--- src/sv/pid_aw_pkg.sv ---
// ----------------------------------------------------------------------------
// pid_aw_pkg
// shared constants, control word format and microcode for the pid controller
// ----------------------------------------------------------------------------
package pid_aw_pkg;

	localparam int INTEGRAL_WIDTH = 48;

	localparam int SAMPLE_W = 16;
	localparam int DT_W     = 16;
	localparam int ERR_W    = SAMPLE_W + 1;
	localparam int GAIN_W   = 32;
	localparam int MUL_W    = GAIN_W + 1;
	localparam int PROD_W   = 64;
	localparam int WIDE_W   = PROD_W + 1;
	localparam int DIVD_W   = ERR_W + DT_W;
	localparam int DRIVE_W  = 16;
	localparam int DIV_CNT_W = $clog2(DIVD_W + 1);

	localparam logic signed [WIDE_W-1:0] INTEG_MAX =
		(WIDE_W'(1) <<< (INTEGRAL_WIDTH - 1)) - WIDE_W'(1);
	localparam logic signed [WIDE_W-1:0] INTEG_MIN = -INTEG_MAX - WIDE_W'(1);
	localparam logic signed [WIDE_W-1:0] OP_MAX = WIDE_W'(64'sh7fff_ffff);
	localparam logic signed [WIDE_W-1:0] OP_MIN = -OP_MAX - WIDE_W'(1);
	localparam logic signed [PROD_W-1:0] ONE_Q28 = PROD_W'(64'sh1000_0000);
	localparam logic signed [DRIVE_W-1:0] DRIVE_MAX = 16'sh7fff;
	localparam logic signed [DRIVE_W-1:0] DRIVE_MIN = -16'sh7fff;

	typedef enum logic [1:0] {
		CFG_TARGET = 2'd0,
		CFG_PROP   = 2'd1,
		CFG_INTEG  = 2'd2,
		CFG_DERIV  = 2'd3
	} cfg_index_t;

	typedef enum logic [2:0] {
		MUL_NONE,
		MUL_ERR_DT,
		MUL_KP,
		MUL_KI,
		MUL_KD
	} mul_sel_t;

	typedef enum logic [1:0] {
		ACC_NONE,
		ACC_INTEG,
		ACC_LOAD,
		ACC_ADD
	} acc_op_t;

	typedef struct packed {
		mul_sel_t mul_sel;
		acc_op_t  acc_op;
		logic     ld_err;
		logic     div_start;
		logic     ld_iop;
		logic     ld_deriv;
		logic     wait_div;
		logic     emit;
		logic     last;
	} ctrl_t;

	localparam int PROG_LEN = 11;
	localparam int PC_W     = $clog2(PROG_LEN);

	localparam ctrl_t CTRL_NOP = '{MUL_NONE, ACC_NONE, 1'b0, 1'b0, 1'b0, 1'b0,
		1'b0, 1'b0, 1'b0};

	function automatic ctrl_t ctrl_rom(input logic [PC_W-1:0] pc);
		ctrl_t c;
		c = CTRL_NOP;
		case (pc)
			4'd0: c.ld_err = 1'b1;
			4'd1: begin
				c.div_start = 1'b1;
				c.mul_sel   = MUL_ERR_DT;
			end
			4'd2: begin
				c.acc_op  = ACC_INTEG;
				c.mul_sel = MUL_KP;
			end
			4'd3: begin
				c.ld_iop = 1'b1;
				c.acc_op = ACC_LOAD;
			end
			4'd4: c.mul_sel = MUL_KI;
			4'd5: c.acc_op = ACC_ADD;
			4'd6: c.wait_div = 1'b1;
			4'd7: c.ld_deriv = 1'b1;
			4'd8: c.mul_sel = MUL_KD;
			4'd9: c.acc_op = ACC_ADD;
			4'd10: begin
				c.emit = 1'b1;
				c.last = 1'b1;
			end
			default: c = CTRL_NOP;
		endcase
		return c;
	endfunction

endpackage

--- src/sv/pid_controller_antiwindup.sv ---
// ----------------------------------------------------------------------------
// pid_controller_antiwindup
// fixed-point pid controller with conditional-integration anti-windup
// ----------------------------------------------------------------------------
// usage:
//   s_axis carries one item per control period: tdata[15:0] measured sample
//   (q4.12), tdata[31:16] time step (q0.16). m_axis returns one item for
//   each: tdata[15:0] drive value (q1.15), tuser[0] output clamped,
//   tuser[1] integral held. setpoint and the three gains are written on the
//   cfg channel (index 0..3) while the block is idle.
// timing:
//   a microcoded sequencer steps through an 11-word program; one shared
//   33x33 multiplier forms all products and a radix-2 divider (33 steps)
//   forms the derivative. the divider sets the pace; a new item is only
//   accepted once the last one has left the program.
// reset and stall:
//   arst_n clears gains, setpoint, last error and integral; the next output
//   counts as inside. a result waits in the output register while m_axis is
//   stalled; the next item is still accepted and stops at its final step
//   until the register frees up.
// ----------------------------------------------------------------------------
module pid_controller_antiwindup (
	input  logic        clk,
	input  logic        arst_n,
	input  logic        s_axis_tvalid,
	output logic        s_axis_tready,
	input  logic [31:0] s_axis_tdata,  // measured_sample, time_step
	output logic        m_axis_tvalid,
	input  logic        m_axis_tready,
	output logic [15:0] m_axis_tdata,  // drive_value
	output logic [1:0]  m_axis_tuser,  // output_clamped, integral_held
	input  logic        cfg_valid,
	output logic        cfg_ready,
	input  logic [1:0]  cfg_index,
	input  logic [31:0] cfg_data
);

	localparam int IW = pid_aw_pkg::INTEGRAL_WIDTH;
	localparam int PCW = pid_aw_pkg::PC_W;
	localparam int WW = pid_aw_pkg::WIDE_W;
	localparam int PW = pid_aw_pkg::PROD_W;
	localparam int MW = pid_aw_pkg::MUL_W;
	localparam int EW = pid_aw_pkg::ERR_W;
	localparam int DW = pid_aw_pkg::DT_W;
	localparam int QW = pid_aw_pkg::DIVD_W;
	localparam int CW = pid_aw_pkg::DIV_CNT_W;

	// configuration
	logic signed [15:0] target_q;
	logic signed [31:0] kp_q;
	logic signed [31:0] ki_q;
	logic signed [31:0] kd_q;

	// sequencer
	logic               busy_q;
	logic [PCW-1:0]     pc_q;
	pid_aw_pkg::ctrl_t  ctrl;
	logic               hold;
	logic               step_go;
	logic               in_fire;
	logic               out_free;
	logic               emit_fire;

	// datapath
	logic signed [15:0]   sample_q;
	logic [DW-1:0]        dt_q;
	logic signed [EW-1:0] err_q;
	logic signed [EW-1:0] last_err_q;
	logic signed [IW-1:0] integ_q;
	logic                 inside_q;
	logic signed [31:0]   iop_q;
	logic signed [31:0]   deriv_q;
	logic signed [PW-1:0] prod_q;
	logic signed [PW-1:0] u_q;

	logic signed [MW-1:0]   mul_a;
	logic signed [MW-1:0]   mul_b;
	logic signed [2*MW-1:0] mul_full;
	logic signed [WW-1:0]   isum;
	logic signed [WW-1:0]   iext;
	logic signed [WW-1:0]   usum;
	logic signed [EW:0]     diff;
	logic [EW:0]            diff_abs;

	// divider
	logic [DW:0]     div_rem_q;
	logic [QW-1:0]   div_quo_q;
	logic [CW-1:0]   div_cnt_q;
	logic            div_neg_q;
	logic            div_busy;
	logic [DW:0]     rem_sh;
	logic            rem_ge;

	// output stage
	logic                 u_gt;
	logic                 u_lt;
	logic signed [29:0]   rnd;
	logic signed [16:0]   rnd_shr;
	logic signed [15:0]   drive;
	logic                 out_valid_q;
	logic [15:0]          out_data_q;
	logic [1:0]           out_user_q;

	assign cfg_ready = !busy_q;
	assign s_axis_tready = !busy_q;
	assign in_fire = s_axis_tvalid && s_axis_tready;

	always_ff @(posedge clk or negedge arst_n) begin
		if (!arst_n) begin
			target_q <= '0;
			kp_q <= '0;
			ki_q <= '0;
			kd_q <= '0;
		end else if (cfg_valid && cfg_ready) begin
			case (pid_aw_pkg::cfg_index_t'(cfg_index))
				pid_aw_pkg::CFG_TARGET: target_q <= cfg_data[15:0];
				pid_aw_pkg::CFG_PROP:   kp_q <= cfg_data;
				pid_aw_pkg::CFG_INTEG:  ki_q <= cfg_data;
				pid_aw_pkg::CFG_DERIV:  kd_q <= cfg_data;
				default: ;
			endcase
		end
	end

	// microcode sequencing
	assign ctrl = pid_aw_pkg::ctrl_rom(pc_q);
	assign out_free = !out_valid_q || m_axis_tready;
	assign div_busy = (div_cnt_q != '0);
	assign hold = (ctrl.wait_div && div_busy) || (ctrl.emit && !out_free);
	assign step_go = busy_q && !hold;
	assign emit_fire = step_go && ctrl.emit;

	always_ff @(posedge clk or negedge arst_n) begin
		if (!arst_n) begin
			busy_q <= 1'b0;
			pc_q <= '0;
		end else if (in_fire) begin
			busy_q <= 1'b1;
			pc_q <= '0;
		end else if (step_go) begin
			if (ctrl.last) begin
				busy_q <= 1'b0;
			end else begin
				pc_q <= pc_q + PCW'(1);
			end
		end
	end

	always_ff @(posedge clk) begin
		if (in_fire) begin
			sample_q <= s_axis_tdata[15:0];
			dt_q <= s_axis_tdata[31:16];
		end
	end

	// shared multiplier
	always_comb begin
		mul_a = '0;
		mul_b = '0;
		case (ctrl.mul_sel)
			pid_aw_pkg::MUL_ERR_DT: begin
				mul_a = MW'(err_q);
				mul_b = MW'({1'b0, dt_q});
			end
			pid_aw_pkg::MUL_KP: begin
				mul_a = MW'(kp_q);
				mul_b = MW'(err_q);
			end
			pid_aw_pkg::MUL_KI: begin
				mul_a = MW'(ki_q);
				mul_b = MW'(iop_q);
			end
			pid_aw_pkg::MUL_KD: begin
				mul_a = MW'(kd_q);
				mul_b = MW'(deriv_q);
			end
			default: ;
		endcase
	end

	assign mul_full = mul_a * mul_b;

	always_ff @(posedge clk) begin
		if (busy_q && ctrl.mul_sel != pid_aw_pkg::MUL_NONE) begin
			prod_q <= mul_full[PW-1:0];
		end
	end

	// error, integral, integral operand and output accumulator
	assign isum = WW'(integ_q) + WW'(prod_q);
	assign iext = WW'(integ_q) >>> 16;
	assign usum = WW'(u_q) + WW'(prod_q);

	always_ff @(posedge clk or negedge arst_n) begin
		if (!arst_n) begin
			last_err_q <= '0;
			integ_q <= '0;
			inside_q <= 1'b1;
		end else begin
			if (busy_q && ctrl.acc_op == pid_aw_pkg::ACC_INTEG && inside_q) begin
				if (isum > pid_aw_pkg::INTEG_MAX) begin
					integ_q <= pid_aw_pkg::INTEG_MAX[IW-1:0];
				end else if (isum < pid_aw_pkg::INTEG_MIN) begin
					integ_q <= pid_aw_pkg::INTEG_MIN[IW-1:0];
				end else begin
					integ_q <= isum[IW-1:0];
				end
			end
			if (emit_fire) begin
				last_err_q <= err_q;
				inside_q <= !u_gt && !u_lt && (u_q != pid_aw_pkg::ONE_Q28) &&
					(u_q != -pid_aw_pkg::ONE_Q28);
			end
		end
	end

	always_ff @(posedge clk) begin
		if (busy_q && ctrl.ld_err) begin
			err_q <= EW'(target_q) - EW'(sample_q);
		end
		if (busy_q && ctrl.ld_iop) begin
			if (iext > pid_aw_pkg::OP_MAX) begin
				iop_q <= pid_aw_pkg::OP_MAX[31:0];
			end else if (iext < pid_aw_pkg::OP_MIN) begin
				iop_q <= pid_aw_pkg::OP_MIN[31:0];
			end else begin
				iop_q <= iext[31:0];
			end
		end
		if (busy_q && ctrl.acc_op == pid_aw_pkg::ACC_LOAD) begin
			u_q <= prod_q;
		end else if (busy_q && ctrl.acc_op == pid_aw_pkg::ACC_ADD) begin
			if (usum[WW-1] != usum[WW-2]) begin
				u_q <= {usum[WW-1], {(PW-1){!usum[WW-1]}}};
			end else begin
				u_q <= usum[PW-1:0];
			end
		end
	end

	// radix-2 restoring divider for the derivative
	assign diff = (EW+1)'(err_q) - (EW+1)'(last_err_q);
	assign diff_abs = diff[EW] ? (EW+1)'(-diff) : (EW+1)'(diff);
	assign rem_sh = {div_rem_q[DW-1:0], div_quo_q[QW-1]};
	assign rem_ge = (rem_sh >= {1'b0, dt_q});

	always_ff @(posedge clk or negedge arst_n) begin
		if (!arst_n) begin
			div_cnt_q <= '0;
		end else if (busy_q && ctrl.div_start) begin
			div_cnt_q <= CW'(QW);
		end else if (div_busy) begin
			div_cnt_q <= div_cnt_q - CW'(1);
		end
	end

	always_ff @(posedge clk) begin
		if (busy_q && ctrl.div_start) begin
			div_rem_q <= '0;
			div_quo_q <= {diff_abs[EW-1:0], {DW{1'b0}}};
			div_neg_q <= diff[EW];
		end else if (div_busy) begin
			div_rem_q <= rem_ge ? (rem_sh - {1'b0, dt_q}) : rem_sh;
			div_quo_q <= {div_quo_q[QW-2:0], rem_ge};
		end
	end

	always_ff @(posedge clk) begin
		if (busy_q && ctrl.ld_deriv) begin
			if (dt_q == '0) begin
				deriv_q <= '0;
			end else if (div_neg_q) begin
				if (div_quo_q > QW'(33'h0_8000_0000)) begin
					deriv_q <= 32'sh8000_0000;
				end else begin
					deriv_q <= 32'(-div_quo_q);
				end
			end else begin
				if (div_quo_q > QW'(33'h0_7fff_ffff)) begin
					deriv_q <= 32'sh7fff_ffff;
				end else begin
					deriv_q <= div_quo_q[31:0];
				end
			end
		end
	end

	// output clamp and rounding
	assign u_gt = (u_q > pid_aw_pkg::ONE_Q28);
	assign u_lt = (u_q < -pid_aw_pkg::ONE_Q28);
	assign rnd = u_q[29:0] + 30'sd4096;
	assign rnd_shr = rnd[29:13];

	always_comb begin
		if (u_gt) begin
			drive = pid_aw_pkg::DRIVE_MAX;
		end else if (u_lt) begin
			drive = pid_aw_pkg::DRIVE_MIN;
		end else if (rnd_shr > 17'(pid_aw_pkg::DRIVE_MAX)) begin
			drive = pid_aw_pkg::DRIVE_MAX;
		end else if (rnd_shr < 17'(pid_aw_pkg::DRIVE_MIN)) begin
			drive = pid_aw_pkg::DRIVE_MIN;
		end else begin
			drive = rnd_shr[15:0];
		end
	end

	always_ff @(posedge clk or negedge arst_n) begin
		if (!arst_n) begin
			out_valid_q <= 1'b0;
		end else if (emit_fire) begin
			out_valid_q <= 1'b1;
		end else if (m_axis_tready) begin
			out_valid_q <= 1'b0;
		end
	end

	always_ff @(posedge clk) begin
		if (emit_fire) begin
			out_data_q <= drive;
			out_user_q <= {!inside_q, u_gt || u_lt};
		end
	end

	assign m_axis_tvalid = out_valid_q;
	assign m_axis_tdata = out_data_q;
	assign m_axis_tuser = out_user_q;

`ifndef SYNTHESIS
	assert property (@(posedge clk) disable iff (!arst_n)
		div_busy |-> busy_q)
		else $error("divider running outside an item");

	assert property (@(posedge clk) disable iff (!arst_n)
		busy_q |-> (pc_q < PCW'(pid_aw_pkg::PROG_LEN)))
		else $error("step counter beyond program");

	assert property (@(posedge clk) disable iff (!arst_n)
		(m_axis_tvalid && m_axis_tuser[0]) |->
		(m_axis_tdata == 16'h7fff || m_axis_tdata == 16'h8001))
		else $error("clamped item without full-scale drive");

	assert property (@(posedge clk) disable iff (!arst_n)
		(busy_q && ctrl.ld_deriv) |-> !div_busy)
		else $error("derivative taken before divider finished");
`endif

endmodule
--- config.mk ---
export PLATFORM = sky130hd
export DESIGN_NAME = pid_controller_antiwindup
export DESIGN_NICKNAME = d
export VERILOG_FILES = /design/src/sv/pid_aw_pkg.sv /design/src/sv/pid_controller_antiwindup.sv
export SDC_FILE = /design/constraint.sdc
export NUM_CORES = 2
export LEC_CHECK = 0
export BUFFER_PORTS_ARGS = -buffer_cell sky130_fd_sc_hd__buf_2
export CAP_MARGIN = 5
export CORE_ASPECT_RATIO = 2
export CORE_UTILIZATION = 35
export DETAILED_ROUTE_END_ITERATION = 10
export HOLD_SLACK_MARGIN = 0.15
export PLACE_DENSITY = 0.51
export SLEW_MARGIN = 20
export SYNTH_ARGS = -nofsm -noshare
export SYNTH_HDL_FRONTEND = slang
export SYNTH_SLANG_ARGS = --single-unit
--- constraint.sdc ---
create_clock -name clk -period 14.5 [get_ports clk]
set_input_delay 0 -clock clk [delete_from_list [all_inputs] [get_ports clk]]
set_output_delay 0 -clock clk [all_outputs]
set_load 0.02 [all_outputs]
Word-level counts from Yosys, hierarchy flattened

Index checks and enable logic that the tools add are counted.

Multipliers: 1
Add/subtract/negate cells: 10
Equality and inequality tests: 24
Magnitude comparators: 11
Reductions and logical operators: 47
Mux-type cells: 36

Operators by type and width:

| operator                 | number |
|---|---|
| $pmux W33 S4             | 2 |
| $mux W64                 | 3 |
| $mux W32                 | 4 |
| $mux W48                 | 2 |
| $mux W33                 | 2 |
| $add A48 B64 Y65         | 1 |
| $add A64 B64 Y65         | 1 |
| $gt A65 B48 Y1 const B   | 1 |
| $lt A65 B48 Y1 const B   | 1 |
| $gt A64 B30 Y1 const B   | 1 |
| $lt A64 B29 Y1 const B   | 1 |
| $mul A33 B33 Y64         | 1 |
| $mux W16                 | 4 |
| $ne A64 B29 Y1 const B   | 1 |
| $ne A64 B30 Y1 const B   | 1 |
| $gt A33 B31 Y1 const B   | 1 |
| $gt A33 B32 Y1 const B   | 1 |
| $gt A32 B32 Y1 const B   | 1 |
| $lt A32 B32 Y1 const B   | 1 |
| $neg A32 Y32             | 1 |
| $add A30 B13 Y30 const B | 1 |
| $logic_and A1 B1 Y1      | 18 |
| $sub A17 B17 Y18         | 1 |
| $ge A17 B16 Y1           | 1 |
| other kinds (36)         | 77 |

Output and inout port bits: 21
Register bits: 499

Logic depth before layout (Yosys ltp)

Depth after elaboration: 9
Gate-level depth with buffers: 44
Depth with buffers taken out: 38

Least setup slack after synthesis

OpenSTA, ideal clock, no wires.

Path kind: reg-to-reg
Start: register pc_q[0]
End: register prod_q[62] (data pin)
Cell stages (with the launch flop): 39
Slack: 3938 ps
Buffers on the path: 6
Arrival: 10304 ps
Library setup time: 258 ps
Path through: dfrtp_1 > inv_1 > ha_1 > clkbuf_1 > nand2_1 > nor2_1 > a21oi_1 > nor2_1 > clkbuf_1 > buf_1 > buf_1 > clkbuf_1 > nand2_1 > nand2_1 > clkbuf_1 > nand2_1 > fa_1 > inv_1 > (+3 left out) > fa_1 > inv_1 > fa_1 > fa_1 > fa_1 > inv_1 > fa_1 > inv_1 > ha_1 > and3_1 > and2_1 > and3_1 > a21oi_1 > nand4_1 > a31oi_1 > o221ai_1 > a21oi_1 > xnor2_1

Cells in the longest elaborated chain, start to end: 5
Elaborated cells on any way between the ends: 12
Classes of those cells: 1 x mul; 8 x eq/ne; 3 x mux

Ends and longest elaborated chain:

| item                                       | line                             | text |
|---|---|---|
| from (decl)                                | pid_controller_antiwindup.sv:56  | `logic [PCW-1:0] pc_q;` |
| from (signal assigned)                     | pid_controller_antiwindup.sv:144 | `pc_q <= pc_q + PCW'(1);` |
| $eq A4 B4 Y1, or another cell as far along | pid_aw_pkg.sv:72                 | `case (pc)` |
| $pmux W3 S4 (*)                            | pid_aw_pkg.sv:72                 |  |
| $eq A3 B3 Y1, or another cell as far along | pid_controller_antiwindup.sv:160 | `case (ctrl.mul_sel)` |
| $pmux W33 S4                               | pid_controller_antiwindup.sv:160 |  |
| $mul A33 B33 Y64 (*)                       | pid_controller_antiwindup.sv:181 | `assign mul_full = mul_a * mul_b;` |
| via mul_full[62]                           | pid_controller_antiwindup.sv:78  | `logic signed [2*MW-1:0] mul_full;` |
| to (signal assigned)                       | pid_controller_antiwindup.sv:185 | `prod_q <= mul_full[PW-1:0];` |
| to (decl)                                  | pid_controller_antiwindup.sv:73  | `logic signed [PW-1:0] prod_q;` |

Mark *: on every way through the listed nets, which the timed path passes. The rest lies on a longest branch.
A chain may end at the register's enable or synchronous reset.

Worst setup path after layout

Ends and elaborated chain as after synthesis.

==> metrics.md <==
| Metric | Value |
|---|---|
| Run status | completed |
| HP Start | cfg_data[26] |
| Via count | 55200 |
| Ranking of synthesized cells by area | fa_1 (32%), edfxtp_1 (12%), ha_1 (7.3%) |
| FF+latch count, synth | 499 |
| Metal3 WL | 11500 µm |
| Worst setup path class | register to register |
| Post-synth ARST share | 38.1% |
| Data required time of the worst path | 14.92 ns |
| Yosys top cell by area | fa_1 |
| Synth-to-layout area growth | 9.42% |
| Die Width | 315 µm |
| Core ar. | 194000 µm² |
| Cts hold-fix bufs | 124 |
| Slowest cell on the critical path | fa_2 |
| Worst-path fanout max | 42 |
| Worst EP arrival | 12.08 ns |
| Drt via density | 5.43 |
| # fillers | 19700 |
| Setup TNS | 0 ns |
| Synthesized area per cell | 9.04 µm² |
| MaxCap Viol Count | 0 |
| Post-synth top area share | 32.5% |
| Clk sink count | 499 |
| Pins Over Slew Limit | 0 |
| Detailed Routing Iterations Pass 1 | 8 |
| R2R Path Start | pc_q[0] |
| CP max stage delay | 0.87 ns |
| RSZ-0062 raised after global routing | false |
| Dpl hpwl | 209000 µm |
| # port buffers | 91 |
| Commonest non-fill, non-tap cells in the layout | inv_1 (1231), nand2_1 (1118), fa_1 (1109), nor2_1 (746), ha_1 (400) |
| Global route overflow | 0 |
| Gr usage total | 26.6% |
| Post-synthesis sequential area ratio | 20.0% |
| Worst-path clk slew | 0.07 ns |
| Longest Clk Path Bufs | 3 |
| Startpoint type of the worst setup path | register |
| Initial core utilization | 35.2% |
| Worst skew pair latency | 0.69 ns |
| Final worst path period share | 80.4% |
| Slew HR | 19.3% |
| Final GP Congestion | 0.997 |
| Post-DRT Antenna Nets | 0 |
| Setup ws final | 2.84 ns |
| Number of buffers created by CTS | 53 |
| Row count | 229 |
| Highest routed layer | met5 |
| Most common cell after layout, fill and taps aside | inv_1 |
| Crit. Startpoint | pc_q[0] |
| Synth unique cells | 87 |
| Die Ht | 627 µm |
| Clk root buf | clkbuf_16 |
| Die area | 197000 µm² |
| Peak Freq | 85.8 MHz |
| Share of layout cells above drive strength 1 | 6.72% |
| Mapped cell area | 68500 µm² |
| Synth warn | 0 |
| Synth Flop Type | edfxtp_1 |
| Cells after synthesis | 7573 |
| Worst-Margin Slew | 1.21 ns |
| Class of the worst hold path | input port to register |
| Iteration-0 DRC Markers | 3498 |
| Vias in the first global route | 60900 |
| Finish-stage setup viols | 0 |
| Final wirelength | 260000 µm |
| Most frequent CP cell | fa_1 |
| Initial antenna violation count | 5 |
| Crit end category | register |
| Hold Violations, Final | 0 |
| Nets | 9156 |
| Met2 Routed Length | 139000 µm |
| CTS H-tree depth | 2 |
| Pre-CTS setup slack | 2.88 ns |
| CTS resizes | 0 |
| Synthesized net count | 9154 |
| Post-synth EDFFs | 277 |
| Largest net degree at the start of global routing | 83 |
| Wire per inst | 25.6 µm |
| Final Skew | 0.0275 ns |
| M1 WL | 82100 µm |
| Layout Utilization | 38.6% |
| DRC | 0 |
| Min cycle time layout | 11.66 ns |
| Io pins | 92 |
| Post-CTS Repair Setup Buffers | 0 |
| CTS tree | done |
| First-pass GRT wire length | 384000 µm |
## area by class of cell
class	instances	area [µm²]	share of cell area (%)
sequential	499	13700	18.3
inverter	1233	4630	6.18
clock inverter	28	315	0.421
clock buffer	71	1460	1.95
antenna	3	7.51	0.0100
tap	2541	3180	4.24
timing repair buffer	350	2770	3.70
multi-input combinational	5438	48800	65.2
## logic make-up after synthesis
family          after synthesis  share of synthesized area [%]
simple gates               2433                           15.5
buf+inv                    1636                           8.99
fa+ha+maj                  1511                           39.8
compound gates             1116                           10.4
flops                       499                           20.0
xor+xnor                    243                           3.11
mux                         135                           2.18
## worst max-delay path: cells and delay by family (launching register included)
family	cells	cell delay (ns)
AO/OA/AOI/OAI	5	1.01
XOR/XNOR	1	0.08
adder cells (fa/ha/maj)	10	5.57
buffers and inverters	8	2.22
flip-flops	1	0.44
AND/OR/NAND/NOR	10	1.99
## Yosys cell counts, types with 114 or more instances
cell type / n
a21o_1: 116
a21oi_1: 274
clkbuf_1: 369
dfrtp_1: 189
edfxtp_1: 277
fa_1: 1110
ha_1: 400
inv_1: 1231
mux2_2: 114
nand2_1: 1118
nor2_1: 751
o21ai_0: 304
xnor2_1: 152
## per-layer routing
layer	GRT usage, %	vias to the layer above
met5	0	-
met1	24.7	28000
met2	51.0	1938
met3	3.36	968
met4	22.2	2
li1	-	24300
## through the flow
stage               std cells  cell area [µm²]  hold WS [ns]
detailed placement       9935            71800         0.118
floorplan                7573            68500        -0.296
global route            10200            74900         0.176
CTS                     10200            74800         0.150
global placement         9935            71800         0.109
finish                  10200            74900         0.163
## state kept, by name (all words and copies together), names as in the netlist, 32 cells and up
signal,cells
iop_q,32
div_quo_q,33
u_q,64
deriv_q,32
prod_q,64
ki_q,32
kp_q,32
integ_q,48
kd_q,32
## final timing paths
kind | slack [ns] | cells past startpoint | end
hold / removal | 0.16 | 3 | kd_q[26]
setup reg to reg | 2.84 | 34 | prod_q[62]
max in group asynchronous | 13.18 | 4 | integ_q[47]
min in group asynchronous | 0.51 | 4 | target_q[4]
hold reg to reg | 0.46 | 2 | div_rem_q[15]
setup / recovery | 2.84 | 34 | prod_q[62]
Power is not shown: default switching activity piles up to over one toggle a cycle in this logic, so the estimate is an artifact.
